===== src/rtl/core/pmiu_pkg.sv =====
// Shared types, codes and helpers of the packed matrix index unit.
package pmiu_pkg;

  localparam int unsigned MAX_DIM   = 1024;
  localparam int unsigned POS_W     = 10;
  localparam int unsigned DIM_W     = 11;
  localparam int unsigned OFS_W     = 21;
  localparam int unsigned PROD_W    = OFS_W + 1;
  localparam int unsigned FMT_W     = 3;
  localparam int unsigned IDX_W     = 3;
  localparam int unsigned CFG_W     = 11;
  localparam int unsigned S_TDATA_W = 24;
  localparam int unsigned M_TDATA_W = 48;

  // storage formats
  localparam logic [FMT_W-1:0] FMT_FULL    = 3'd0;
  localparam logic [FMT_W-1:0] FMT_BANDED  = 3'd1;
  localparam logic [FMT_W-1:0] FMT_UPPER   = 3'd2;
  localparam logic [FMT_W-1:0] FMT_LOWER   = 3'd3;
  localparam logic [FMT_W-1:0] FMT_SYM     = 3'd4;
  localparam logic [FMT_W-1:0] FMT_DIAG    = 3'd5;
  localparam logic [FMT_W-1:0] FMT_SYMBAND = 3'd6;

  // configuration register indexes
  localparam logic [IDX_W-1:0] REG_FORMAT     = 3'd0;
  localparam logic [IDX_W-1:0] REG_TOTAL_ROWS = 3'd1;
  localparam logic [IDX_W-1:0] REG_TOTAL_COLS = 3'd2;
  localparam logic [IDX_W-1:0] REG_SUB_DIAGS  = 3'd3;
  localparam logic [IDX_W-1:0] REG_SUPER_DIAGS = 3'd4;
  localparam logic [IDX_W-1:0] REG_TRANSPOSED = 3'd5;

  typedef struct packed {
    logic [FMT_W-1:0] format;
    logic [DIM_W-1:0] total_rows;
    logic [DIM_W-1:0] total_cols;
    logic [DIM_W-1:0] sub_diags;
    logic [DIM_W-1:0] super_diags;
    logic             transposed_walk;
  } cfg_t;

  typedef struct packed {
    logic [POS_W-1:0] next_row;
    logic [POS_W-1:0] next_col;
    logic             walk_end;
    logic             walk_defined;
  } walk_t;

  // stage 1 -> stage 2: multiplier operands plus side data
  typedef struct packed {
    logic [POS_W-1:0]  mul_a;
    logic [PROD_W-1:0] mul_b;
    logic              half;
    logic [OFS_W-1:0]  addend;
    logic              stored;
    walk_t             walk;
  } op_t;

  // stage 2 -> stage 3
  typedef struct packed {
    logic [PROD_W-1:0] prod;
    logic              half;
    logic [OFS_W-1:0]  addend;
    logic              stored;
    walk_t             walk;
  } prod_t;

  typedef struct packed {
    logic [OFS_W-1:0] offset;
    logic             stored;
    walk_t            walk;
  } res_t;

  // MAX_DIM diagonals means all of them: rows-1, or 0 for an empty matrix
  function automatic logic [DIM_W-1:0] diag_count(input logic [DIM_W-1:0] rows,
                                                  input logic [DIM_W-1:0] d);
    if (d != DIM_W'(MAX_DIM)) return d;
    return (rows != '0) ? rows - DIM_W'(1) : '0;
  endfunction

endpackage


===== src/rtl/core/pmiu_prep.sv =====
// Stage 1: format decode, multiplier operands, stored flag and walk step.
module pmiu_prep (
  input  logic                         clk_i,
  input  logic                         rst_ni,
  input  pmiu_pkg::cfg_t               cfg_i,
  input  logic                         in_valid_i,
  output logic                         in_ready_o,
  input  logic [pmiu_pkg::POS_W-1:0]   row_pos_i,
  input  logic [pmiu_pkg::POS_W-1:0]   col_pos_i,
  output logic                         out_valid_o,
  input  logic                         out_ready_i,
  output pmiu_pkg::op_t                op_o
);

  localparam int unsigned DW = pmiu_pkg::DIM_W;

  logic          valid_q;
  pmiu_pkg::op_t op_q, op_d;

  // one step of the upper triangular walk; returns {end, row, col}
  function automatic logic [2*DW:0] upper_step(input logic [DW-1:0] lim,
                                               input logic [DW-1:0] rr_i,
                                               input logic [DW-1:0] cc_i);
    logic [DW-1:0] rr;
    logic [DW-1:0] cc;
    rr = rr_i;
    cc = cc_i;
    if (rr <= cc) rr = rr + DW'(1);
    if (rr > cc) begin
      cc = cc + DW'(1);
      rr = '0;
    end
    return {(cc >= lim), rr, cc};
  endfunction

  always_comb begin
    logic [DW-1:0]              r_x, c_x, rows, cols, kl, ku, k, nr, nc;
    logic [pmiu_pkg::POS_W-1:0] a, b, diff;
    logic [2*DW:0]              uw;
    logic                       st, wend, def;

    r_x  = DW'(row_pos_i);
    c_x  = DW'(col_pos_i);
    rows = cfg_i.total_rows;
    cols = cfg_i.total_cols;
    a    = (row_pos_i <= col_pos_i) ? row_pos_i : col_pos_i;
    b    = (row_pos_i <= col_pos_i) ? col_pos_i : row_pos_i;
    diff = b - a;
    kl   = pmiu_pkg::diag_count(rows, cfg_i.sub_diags);
    ku   = pmiu_pkg::diag_count(rows, cfg_i.super_diags);
    k    = ku;
    nr   = '0;
    nc   = '0;
    uw   = '0;
    st   = 1'b0;
    wend = 1'b0;
    def  = 1'b1;

    op_d        = '0;
    op_d.mul_a  = col_pos_i;

    case (cfg_i.format)
      pmiu_pkg::FMT_FULL, pmiu_pkg::FMT_SYM: begin
        if (cfg_i.format == pmiu_pkg::FMT_FULL) begin
          op_d.mul_b  = pmiu_pkg::PROD_W'(rows);
          op_d.addend = pmiu_pkg::OFS_W'(row_pos_i);
        end else begin
          op_d.mul_a  = b;
          op_d.mul_b  = pmiu_pkg::PROD_W'(b) + pmiu_pkg::PROD_W'(1);
          op_d.half   = 1'b1;
          op_d.addend = pmiu_pkg::OFS_W'(a);
        end
        st = 1'b1;
        nr = (r_x < rows) ? r_x + DW'(1) : r_x;
        nc = c_x;
        if (nr >= rows) begin
          nr = '0;
          nc = c_x + DW'(1);
        end
        wend = (nc >= cols);
      end
      pmiu_pkg::FMT_BANDED: begin
        st = (col_pos_i <= row_pos_i) ? (DW'(diff) <= kl) : (DW'(diff) <= ku);
        op_d.mul_b  = pmiu_pkg::PROD_W'(kl) + pmiu_pkg::PROD_W'(ku)
                      + pmiu_pkg::PROD_W'(1);
        op_d.addend = pmiu_pkg::OFS_W'(ku) + pmiu_pkg::OFS_W'(row_pos_i)
                      - pmiu_pkg::OFS_W'(col_pos_i);
        def = 1'b0;
      end
      pmiu_pkg::FMT_UPPER: begin
        st          = (row_pos_i <= col_pos_i);
        op_d.mul_b  = pmiu_pkg::PROD_W'(col_pos_i) + pmiu_pkg::PROD_W'(1);
        op_d.half   = 1'b1;
        op_d.addend = pmiu_pkg::OFS_W'(row_pos_i);
        uw   = upper_step(cols, r_x, c_x);
        nr   = uw[2*DW-1:DW];
        nc   = uw[DW-1:0];
        wend = uw[2*DW];
      end
      pmiu_pkg::FMT_LOWER: begin
        st = (row_pos_i >= col_pos_i);
        // (2C - c - 1) may go negative; wraps mod 2^22, product stays exact
        op_d.mul_b  = pmiu_pkg::PROD_W'({cols, 1'b0}) - pmiu_pkg::PROD_W'(col_pos_i)
                      - pmiu_pkg::PROD_W'(1);
        op_d.half   = 1'b1;
        op_d.addend = pmiu_pkg::OFS_W'(row_pos_i);
        if (cfg_i.transposed_walk) begin
          // upper walk on the swapped position, swapped back
          uw   = upper_step(rows, c_x, r_x);
          nr   = uw[DW-1:0];
          nc   = uw[2*DW-1:DW];
          wend = uw[2*DW];
        end else begin
          nr = (r_x < rows) ? r_x + DW'(1) : r_x;
          nc = c_x;
          if (nr >= rows) begin
            nc = c_x + DW'(1);
            nr = nc;
          end
          wend = (nc >= cols);
        end
      end
      pmiu_pkg::FMT_DIAG: begin
        st          = (row_pos_i == col_pos_i);
        op_d.mul_b  = '0;
        op_d.addend = pmiu_pkg::OFS_W'(row_pos_i);
        nr = r_x;
        nc = c_x;
        if (r_x < rows) begin
          nr = r_x + DW'(1);
          nc = c_x + DW'(1);
        end
        wend = (nr >= rows);
      end
      pmiu_pkg::FMT_SYMBAND: begin
        st          = (DW'(diff) <= k);
        op_d.mul_a  = b;
        op_d.mul_b  = pmiu_pkg::PROD_W'(k) + pmiu_pkg::PROD_W'(1);
        op_d.addend = pmiu_pkg::OFS_W'(k) - pmiu_pkg::OFS_W'(diff);
        def = 1'b0;
      end
      default: begin
        def = 1'b0;
      end
    endcase

    if (wend || !def) begin
      nr = '0;
      nc = '0;
    end
    if (!def) wend = 1'b0;

    op_d.stored            = st;
    op_d.walk.next_row     = nr[pmiu_pkg::POS_W-1:0];
    op_d.walk.next_col     = nc[pmiu_pkg::POS_W-1:0];
    op_d.walk.walk_end     = wend;
    op_d.walk.walk_defined = def;
  end

  assign in_ready_o = !valid_q || out_ready_i;

  always_ff @(posedge clk_i or negedge rst_ni) begin
    if (!rst_ni) begin
      valid_q <= 1'b0;
    end else if (in_ready_o) begin
      valid_q <= in_valid_i;
    end
  end

  always_ff @(posedge clk_i) begin
    if (in_ready_o && in_valid_i) begin
      op_q <= op_d;
    end
  end

  assign out_valid_o = valid_q;
  assign op_o        = op_q;

endmodule


===== src/rtl/core/pmiu_mul.sv =====
// Stage 2: the one 10 x 22 bit multiply, product kept mod 2^22.
module pmiu_mul (
  input  logic            clk_i,
  input  logic            rst_ni,
  input  logic            in_valid_i,
  output logic            in_ready_o,
  input  pmiu_pkg::op_t   op_i,
  output logic            out_valid_o,
  input  logic            out_ready_i,
  output pmiu_pkg::prod_t prod_o
);

  logic            valid_q;
  pmiu_pkg::prod_t prod_q, prod_d;

  always_comb begin
    prod_d.prod   = pmiu_pkg::PROD_W'(op_i.mul_a) * op_i.mul_b;
    prod_d.half   = op_i.half;
    prod_d.addend = op_i.addend;
    prod_d.stored = op_i.stored;
    prod_d.walk   = op_i.walk;
  end

  assign in_ready_o = !valid_q || out_ready_i;

  always_ff @(posedge clk_i or negedge rst_ni) begin
    if (!rst_ni) begin
      valid_q <= 1'b0;
    end else if (in_ready_o) begin
      valid_q <= in_valid_i;
    end
  end

  always_ff @(posedge clk_i) begin
    if (in_ready_o && in_valid_i) begin
      prod_q <= prod_d;
    end
  end

  assign out_valid_o = valid_q;
  assign prod_o      = prod_q;

endmodule


===== src/rtl/core/pmiu_fin.sv =====
// Stage 3: halve, add the offset term, mask unstored positions; output register.
module pmiu_fin (
  input  logic            clk_i,
  input  logic            rst_ni,
  input  logic            in_valid_i,
  output logic            in_ready_o,
  input  pmiu_pkg::prod_t prod_i,
  output logic            out_valid_o,
  input  logic            out_ready_i,
  output pmiu_pkg::res_t  res_o
);

  logic                          valid_q;
  pmiu_pkg::res_t                res_q, res_d;
  logic [pmiu_pkg::OFS_W-1:0]    base;

  // triangular forms carry n(n+1) or the lower product, both even
  assign base = prod_i.half ? prod_i.prod[pmiu_pkg::PROD_W-1:1]
                            : prod_i.prod[pmiu_pkg::OFS_W-1:0];

  always_comb begin
    res_d.offset = prod_i.stored ? base + prod_i.addend : '0;
    res_d.stored = prod_i.stored;
    res_d.walk   = prod_i.walk;
  end

  assign in_ready_o = !valid_q || out_ready_i;

  always_ff @(posedge clk_i or negedge rst_ni) begin
    if (!rst_ni) begin
      valid_q <= 1'b0;
    end else if (in_ready_o) begin
      valid_q <= in_valid_i;
    end
  end

  always_ff @(posedge clk_i) begin
    if (in_ready_o && in_valid_i) begin
      res_q <= res_d;
    end
  end

  assign out_valid_o = valid_q;
  assign res_o       = res_q;

endmodule


===== src/rtl/core/packed_matrix_index_unit.sv =====
// Top level of the packed matrix index unit: config registers and 3-stage pipe.
//
//  channel   dir   handshake                       payload
//  -------   ---   -----------------------------   -------------------------------
//  s_axis    in    s_axis_tvalid / s_axis_tready   row_pos, col_pos
//  m_axis    out   m_axis_tvalid / m_axis_tready   offset, stored, walk result
//  cfg       in    cfg_we_i (no wait)              format, sizes, diag counts, walk
//
// One beat in and one beat out per cycle when the sink keeps up; a beat passes
// the decode, multiply and add/output registers in turn. The multiply stage
// sets the cycle: one 10 x 22 bit product between registers.
// Reset clears the stage valid bits and all configuration registers to 0.
// Each stage holds its beat until the next one frees up; ready runs back
// through the stages, so a stalled sink fills the pipe and nothing is lost.
// Storage offsets are column-major and wrap to 21 bits; a diagonal count of
// 1024 means all diagonals. Banded formats report no walk.
module packed_matrix_index_unit (
  input  logic                               clk_i,
  input  logic                               rst_ni,
  // [9:0] row_pos, [19:10] col_pos, [23:20] zero
  input  logic [pmiu_pkg::S_TDATA_W-1:0]     s_axis_tdata,
  input  logic                               s_axis_tvalid,
  output logic                               s_axis_tready,
  // [20:0] offset, [21] stored, [31:22] next_row, [41:32] next_col,
  // [42] walk_end, [43] walk_defined, [47:44] zero
  output logic [pmiu_pkg::M_TDATA_W-1:0]     m_axis_tdata,
  output logic                               m_axis_tvalid,
  input  logic                               m_axis_tready,
  input  logic                               cfg_we_i,
  input  logic [pmiu_pkg::IDX_W-1:0]         cfg_idx_i,
  input  logic [pmiu_pkg::CFG_W-1:0]         cfg_data_i
);

  pmiu_pkg::cfg_t  cfg_q;
  pmiu_pkg::op_t   op;
  pmiu_pkg::prod_t prod;
  pmiu_pkg::res_t  res;
  logic            s1_valid, s1_ready;
  logic            s2_valid, s2_ready;

  // configuration registers; user writes only while the pipe is empty (unchecked)
  always_ff @(posedge clk_i or negedge rst_ni) begin
    if (!rst_ni) begin
      cfg_q <= '0;
    end else if (cfg_we_i) begin
      case (cfg_idx_i)
        pmiu_pkg::REG_FORMAT:      cfg_q.format          <= cfg_data_i[pmiu_pkg::FMT_W-1:0];
        pmiu_pkg::REG_TOTAL_ROWS:  cfg_q.total_rows      <= cfg_data_i;
        pmiu_pkg::REG_TOTAL_COLS:  cfg_q.total_cols      <= cfg_data_i;
        pmiu_pkg::REG_SUB_DIAGS:   cfg_q.sub_diags       <= cfg_data_i;
        pmiu_pkg::REG_SUPER_DIAGS: cfg_q.super_diags     <= cfg_data_i;
        pmiu_pkg::REG_TRANSPOSED:  cfg_q.transposed_walk <= cfg_data_i[0];
        default: ;
      endcase
    end
  end

  pmiu_prep u_prep (
    .clk_i       (clk_i),
    .rst_ni      (rst_ni),
    .cfg_i       (cfg_q),
    .in_valid_i  (s_axis_tvalid),
    .in_ready_o  (s_axis_tready),
    .row_pos_i   (s_axis_tdata[9:0]),
    .col_pos_i   (s_axis_tdata[19:10]),
    .out_valid_o (s1_valid),
    .out_ready_i (s1_ready),
    .op_o        (op)
  );

  pmiu_mul u_mul (
    .clk_i       (clk_i),
    .rst_ni      (rst_ni),
    .in_valid_i  (s1_valid),
    .in_ready_o  (s1_ready),
    .op_i        (op),
    .out_valid_o (s2_valid),
    .out_ready_i (s2_ready),
    .prod_o      (prod)
  );

  pmiu_fin u_fin (
    .clk_i       (clk_i),
    .rst_ni      (rst_ni),
    .in_valid_i  (s2_valid),
    .in_ready_o  (s2_ready),
    .prod_i      (prod),
    .out_valid_o (m_axis_tvalid),
    .out_ready_i (m_axis_tready),
    .res_o       (res)
  );

  assign m_axis_tdata = {4'b0, res.walk.walk_defined, res.walk.walk_end,
                         res.walk.next_col, res.walk.next_row,
                         res.stored, res.offset};

`ifndef SYNTHESIS
  // input side only blocks when every stage is full and the sink stalls
  a_full_pipe_only: assert property (@(posedge clk_i) disable iff (!rst_ni)
    !s_axis_tready |-> (m_axis_tvalid && !m_axis_tready))
    else $error("input stalled with room in the pipe");

  // unstored positions report a zero offset
  a_unstored_zero: assert property (@(posedge clk_i) disable iff (!rst_ni)
    (m_axis_tvalid && !m_axis_tdata[21]) |-> (m_axis_tdata[20:0] == '0))
    else $error("offset nonzero for unstored position");

  // no walk result where the format has no walk rule, none after the end
  a_walk_zero: assert property (@(posedge clk_i) disable iff (!rst_ni)
    (m_axis_tvalid && (!m_axis_tdata[43] || m_axis_tdata[42]))
      |-> (m_axis_tdata[41:22] == '0))
    else $error("next position nonzero without a walk step");

  // a sink stall at a full pipe holds the output beat in place
  a_stall_holds: assert property (@(posedge clk_i) disable iff (!rst_ni)
    (!s_axis_tready && !m_axis_tready) |=> (m_axis_tvalid && $stable(m_axis_tdata)))
    else $error("pipe drained during an output stall");
`endif

endmodule


===== config.mk =====
export PLATFORM = sky130hd
export DESIGN_NAME = packed_matrix_index_unit
export DESIGN_NICKNAME = d
export VERILOG_FILES = /design/src/rtl/core/pmiu_pkg.sv /design/src/rtl/core/pmiu_prep.sv /design/src/rtl/core/pmiu_mul.sv /design/src/rtl/core/pmiu_fin.sv /design/src/rtl/core/packed_matrix_index_unit.sv
export SDC_FILE = /design/constraint.sdc
export NUM_CORES = 1
export LEC_CHECK = 0
export BUFFER_PORTS_ARGS = -buffer_cell sky130_fd_sc_hd__buf_2
export CAP_MARGIN = 30
export CORE_UTILIZATION = 45
export DETAILED_ROUTE_END_ITERATION = 10
export GPL_ROUTABILITY_DRIVEN = 1
export GPL_TIMING_DRIVEN = 0
export HOLD_SLACK_MARGIN = 0.15
export PLACE_DENSITY = 0.62
export SYNTH_ARGS = -nofsm -noshare
export SYNTH_HDL_FRONTEND = slang
export SYNTH_SLANG_ARGS = --single-unit

===== constraint.sdc =====
create_clock -name clk_i -period 10.15 [get_ports clk_i]
set_clock_uncertainty 0.1 [all_clocks]
set_input_delay 1.015 -clock clk_i [delete_from_list [all_inputs] [get_ports clk_i]]
set_output_delay 1.015 -clock clk_i [all_outputs]
set_load 0.1 [all_outputs]

# Word-level counts from Yosys, hierarchy flattened
# Index checks and enable logic that the tools add are counted.
# Widths: inputs -> output; s select.
totals:
  register_bits: 239
  in_bits: 43
  output_inout_bits: 50
  elab_cells: 150
classes:
  add_sub_neg: 15
  mul: 1
  magnitude_cmp: 16
  n_eq_ne: 14
  muxes: 48
  reduce_logical: 24
op_table:
  columns: ["cell", "n"]
  rows:
  - ["$mux 11", 21]
  - ["$mux 10", 11]
  - ["$pmux 22 s5", 1]
  - ["$pmux 21 s4", 1]
  - ["$pmux 10 s4", 2]
  - ["$ge 11x11->1", 6]
  - ["$add 10x1->11 const B", 4]
  - ["$le 10x10->1", 4]
  - ["$add 22x1->22 const B", 1]
  - ["$gt 11x10->1", 2]
  - ["$le 10x11->1", 2]
  - ["$mul 10x22->22", 1]
  - ["$mux 22", 1]
  - ["$ne 11x11->1 const B", 2]
  - ["$sub 22x1->22 const B", 1]
  - ["$add 21x21->21", 1]
  - ["$mux 21", 1]
  - ["$sub 21x10->21", 1]
  - ["$pmux 10 s2", 1]
  - ["$eq 3x3->1 const B", 5]
  - ["$sub 12x10->13", 1]
  - ["$add 11x1->12 const B", 1]
  - ["$add 11x10->12", 1]
  - ["$add 11x11->12", 1]
  - ["other kinds (21)", 45]

# Longest topological paths before layout
logic_depth:
  word_depth: 12
  ltp_mapped: 31
  mapped_depth_nobuf: 26

# Cells and area by module
# From an unflattened synthesis, not the netlist that was laid out.
hier_totals:
  hier_cells: 2450
  hier_area_um2: 22869.4
modules_own_cells:
  columns: ["module", "instances", "cells_each", "area_each_um2", "seq_area_each_um2"]
  rows:
  - ["pmiu_prep", 1, 1402, 10968.0, 1856.8]
  - ["pmiu_mul", 1, 699, 7250.7, 2037.0]
  - ["pmiu_fin", 1, 238, 2773.9, 1346.3]
  - ["packed_matrix_index_unit", 1, 111, 1876.8, 1201.2]

# Least setup slack after synthesis
# Ideal clock, no wire load.
synth_path:
  kind: "input port to flip-flop"
  from: "input port s_axis_tdata[14] (netlist name)"
  to: "register u_prep.op_q, in the netlist u_prep.op_o[2] (data pin)"
  setup_ns: 0.157
  arrival_time_ns: 7.340
  required_ns: 9.893
  path_slack_ns: 2.554
  path_stages: 28
  path_buffers: 4
  cell_sequence: "clkbuf_1 -> clkinv_1 -> ha_1 -> and4_1 -> o21a_1 -> o31a_1 -> o21ai_2 -> buf_2 -> buf_1 -> nand2_1 -> xnor2_1 -> ha_1 -> a2111oi_0 -> o21ai_0 -> a221oi_1 -> o22a_1 -> mux2_2 -> ha_1 -> nor2b_1 -> o21a_1 -> o21a_1 -> o21ai_0 -> a211oi_1 -> o31a_1 -> o311ai_0 -> nand3_1 -> clkbuf_1 -> nor3_1"
synth_between:
  elab_chain_len: 12
  elab_cells_between_ends: 29
  cone_classes: "add/sub (1); order compare (8); mux (19); reduce/logical (1)"
synth_rtl:
  columns: ["item", "line_no", "rtl"]
  rows:
  - ["start, declared", "packed_matrix_index_unit.sv:21", "input logic [pmiu_pkg::S_TDATA_W-1:0] s_axis_tdata,"]
  - ["$add 10x1->11 / $le 10x10->1 (equally long branches)", null, null]
  - ["$mux 11", "pmiu_prep.sv:28", "if (rr <= cc) rr = rr + DW'(1);"]
  - ["$mux 11", "pmiu_prep.sv:107", "if (cfg_i.transposed_walk) begin"]
  - ["$mux 11", "pmiu_prep.sv:62", "case (cfg_i.format)"]
  - ["$gt 11x10->1", "pmiu_prep.sv:29", "if (rr > cc) begin"]
  - ["$mux 11", "pmiu_prep.sv:29", null]
  - ["$mux 11", "pmiu_prep.sv:107", null]
  - ["$mux 11", "pmiu_prep.sv:62", null]
  - ["$ge 11x11->1", "pmiu_prep.sv:33", "return {(cc >= lim), rr, cc};"]
  - ["$mux 1", "pmiu_prep.sv:107", null]
  - ["$pmux 1 s4", "pmiu_prep.sv:62", null]
  - ["$logic_or 1x1->1", "pmiu_prep.sv:147", "if (wend || !def) begin"]
  - ["end signal, assigned", "pmiu_prep.sv:172", "op_q <= op_d;"]
  - ["end, declared", "pmiu_prep.sv:18", "pmiu_pkg::op_t op_q, op_d;"]
# Parallel ways exist; a longest one is shown, timed or not. The select of a mux whose other input is x is not followed.
# A chain may end at the register's enable or synchronous reset.

# Worst setup path after layout
layout_path:
  from: "input port s_axis_tdata[18] (netlist name)"
  to: "register u_prep.op_q, in the netlist u_prep.op_o[2] (data pin)"
# The elaborated chain is that of the path after synthesis.

==> metrics.md <==
| Metric | Value |
|---|---|
| # setup viols final | 0 |
| Pin count of the biggest net entering global routing | 67 |
| Critical path launch point | s_axis_tdata[18] |
| Layout fillers | 4747 |
| Gate count of the mapped netlist | 2407 |
| Overall routing resource usage | 30.66% |
| Yosys warning count | 0 |
| Leading post-synthesis cells by cell area | sky130_fd_sc_hd__edfxtp_1 24%, sky130_fd_sc_hd__ha_1 11%, sky130_fd_sc_hd__fa_1 11% |
| VDD IR max | 0.0005896 V |
| Remaining max-slew budget at the tightest pin | 27.04% |
| Number of antenna repair diodes | 0 |
| Synth Cell Area | 0.02282 mm² |
| Share of layout cells above drive strength 1 | 9.803% |
| Ports | 93 |
| Run status | finished, final reports clean |
| Number of H-tree levels | 1 |
| Minimum setup slack after placement | -0.6322 ns |
| Worst-path cell with the longest stage delay | sky130_fd_sc_hd__inv_1 |
| Number of failing hold endpoints at the final stage | 0 |
| Largest delay share family, worst path | buffers and inverters |
| Inserted Clock Buffers | 27 |
| Full die area | 0.05161 mm² |
| Slew of the pin with the lowest slew margin | 1.083 ns |
| Wire length of the first global-routing pass | 116500 µm |
| Number of DRC violations after detailed routing | 0 |
| Clk_lat worst skew | 0.58 ns |
| Yosys top cell by area | sky130_fd_sc_hd__edfxtp_1 |
| Number of library cell types mapped by synthesis | 100 |
| Data arrival time at the worst-slack endpoint | 10.27 ns |
| Yosys top cell area share | 24.48% |
| Via count | 19.36k |
| Post-detail-place hpwl | 62810 µm |
| Buffers and inverters on the worst path | 7 |
| Setup WS post-layout | 0.1315 ns |
| Required time of the critical path | 10.40 ns |
| Post-synth ARST share | 21.52% |
| Mean number of vias per cell | 6.028 |
| Clock sink count | 237 |
| CP startpoint kind | input pin |
| Sequential-to-total area share from yosys stat | 30.07% |
| Most numerous cell in the Yosys netlist | sky130_fd_sc_hd__nand2_1 |
| Effective utilization at floorplan | 45.57% |
| Number of routed nets with antenna violations | 0 |
| Post-placement cell area | 0.02418 mm² |
| Row cnt | 82 |
| Most common library cells after synthesis | 268 x sky130_fd_sc_hd__nand2_1, 207 x sky130_fd_sc_hd__ha_1, 186 x sky130_fd_sc_hd__edfxtp_1 |
| Number of buffer cells added on primary ports | 77 |
| Gpl congestion | 1.016 |
| Max-capacitance violation count | 0 |
| Final Non-Filler Cells | 3212 |
| Total of flip-flops plus latches after synthesis | 237 |
| Time the final worst path needs with I/O delays and setup | 10.02 ns |
| Critical R2R Launch | cfg_q[35] |
| Final design instance area without fill | 0.02513 mm² |
| Mean area per synthesized cell | 9.480 µm² |
| Aggregate routed wire length | 78970 µm |
| Reported leakage power | 0.01059 µW |
| Placed cell count | 3166 |
| Unrepaired setup endpoints after global routing | no |
| Initial antenna violation count | 2 |
| Number of enable flip-flop cells after synthesis | 186 |
| Peak per-stage delay on the critical path | 0.65 ns |
| Number of max-slew violations in the final report | 0 |
| Peak fanout along the critical path | 10 |
| TritonRoute pass-1 iters | 7 |
| Per-cell routed wire length | 24.59 µm |
| Hold slack final | 0.1936 ns |
| Post-CTS setup buffer count | 0 |
| Capturing element type of the critical path | register |
| CTS tree | built |
| Core area | 0.05007 mm² |
| Remaining Overflow, GRT | 0 |
| Clk Tree Root Cell | sky130_fd_sc_hd__clkbuf_16 |
| Deepest clock path buffer count | 3 |
| DRT iter0 DRCs | 2019 |
| Post-route setup TNS | 0 ns |
| Via count of the first global-routing pass | 18.60k |
| Area growth syn-to-layout | 10.13% |
| Chip Height | 227.2 µm |
| Width of the die | 227.2 µm |
| Peak clock frequency supported by timing | 99.82 MHz |
| Path class of the lowest-slack min-delay path | in2async |
| Clock slew at reported path FFs | 0.06 ns |
| Total power per unit cell area | 348.5 mW/mm² |
| Final layout net count | 2895 |
| Type of the worst setup path | in2reg |
| Top FF cell, synth | sky130_fd_sc_hd__edfxtp_1 |
| Final Cycle Share | 98.70% |
-- where the power goes --
part	total (µW)	switching [µW]	internal, µW
registers	1650	127	1520
clock network	1020	396	626
logic	6090	3790	2300
total	8760	4320	4440
-- final timing paths --
kind	endpoint	slack, ns	cells after the start
worst min register to register	u_mul.prod_o[27]	0.31	0
worst max register to register	u_prep.op_o[2]	2.22	27
worst min-delay path	cfg_q[23]	0.19	1
worst max-delay path	u_prep.op_o[2]	0.13	30
min in group clk_i	u_mul.prod_o[27]	0.31	0
max in group asynchronous	cfg_q[2]	9.26	2
-- state kept, by name, summed over array words and instances, names as in the netlist --
signal and count:
cfg_q 48, u_fin.out_valid_o 1, u_fin.res_o 44, u_mul.prod_o 66, u_mul.out_valid_o 1, u_prep.out_valid_o 1
u_prep.op_o 76
-- metrics by stage --
stage,util [%],total power [µW]
2_1_floorplan,-,6048
3_3_place_gp,48.05,7501
3_5_place_dp,48.30,7632
4_1_cts,50.17,8714
5_1_grt,50.19,9466
6_report,50.19,8759
-- logic make-up (layout without fill, tap and decap cells) --
family / Yosys count / after routing / share of synthesized area, %
XOR/XNOR: 192 / 192 / 7.403
adder cells (fa/ha/maj): 331 / 331 / 22.23
other: 1 / 4 / 0.01643
multiplexers: 62 / 62 / 3.087
AND/OR/NAND/NOR: 758 / 758 / 16.47
flip-flops: 237 / 237 / 30.07
AO/OA/AOI/OAI: 538 / 538 / 15.79
buffers and inverters: 288 / 418 / 4.930
-- metal layers --
metal  vias to the layer above  global-route usage, %  wire, µm
li1                       8761                      -         -
met3                       170                  6.828      7389
met1                      9542                  43.14     34610
met2                       884                  46.50     33970
met4                         6                  10.11      2964
met5                         -                      0        35
-- cells in the final DEF, fill, tap and decap left out, drive strengths merged, types with 12 or more instances in the layout --
cell type,count
and3,12
and2,107
xnor2,149
edfxtp,186
clkbuf,106
o21a,31
o22ai,17
inv,179
a31oi,18
o21ai,130
nand2,270
o31ai,13
mux2i,13
nor2b,36
buf,113
o211ai,16
mux2,47
nor3,37
dfrtp,51
nand4,19
a21o,51
a211oi,21
xor2,43
ha,207
nand2b,25
nand3,50
nor4,16
a21oi,126
nor2,138
fa,124
clkinv,15
-- area by class of cell --
class                           instances  area, µm²  share of cell area [%]
Clock inverter                         16      195.2                  0.7767
Clock buffer                           32      747.0                   2.973
Multi-Input combinational cell       1885      14860                   59.12
Timing Repair Buffer                   84      504.2                   2.007
Tap cell                              672      840.8                   3.346
Inverter                              183      691.9                   2.753
Buffer                                103      431.7                   1.718
Sequential cell                       237       6862                   27.31
-- what timing repair did --
item                                    CTS  global route
gates resized for setup                   1             4
endpoints found under the setup margin    2            20
hold buffers                              0             0
endpoints found under the hold margin     0             0
No activity file was read; power rests on OpenSTA's default activity.
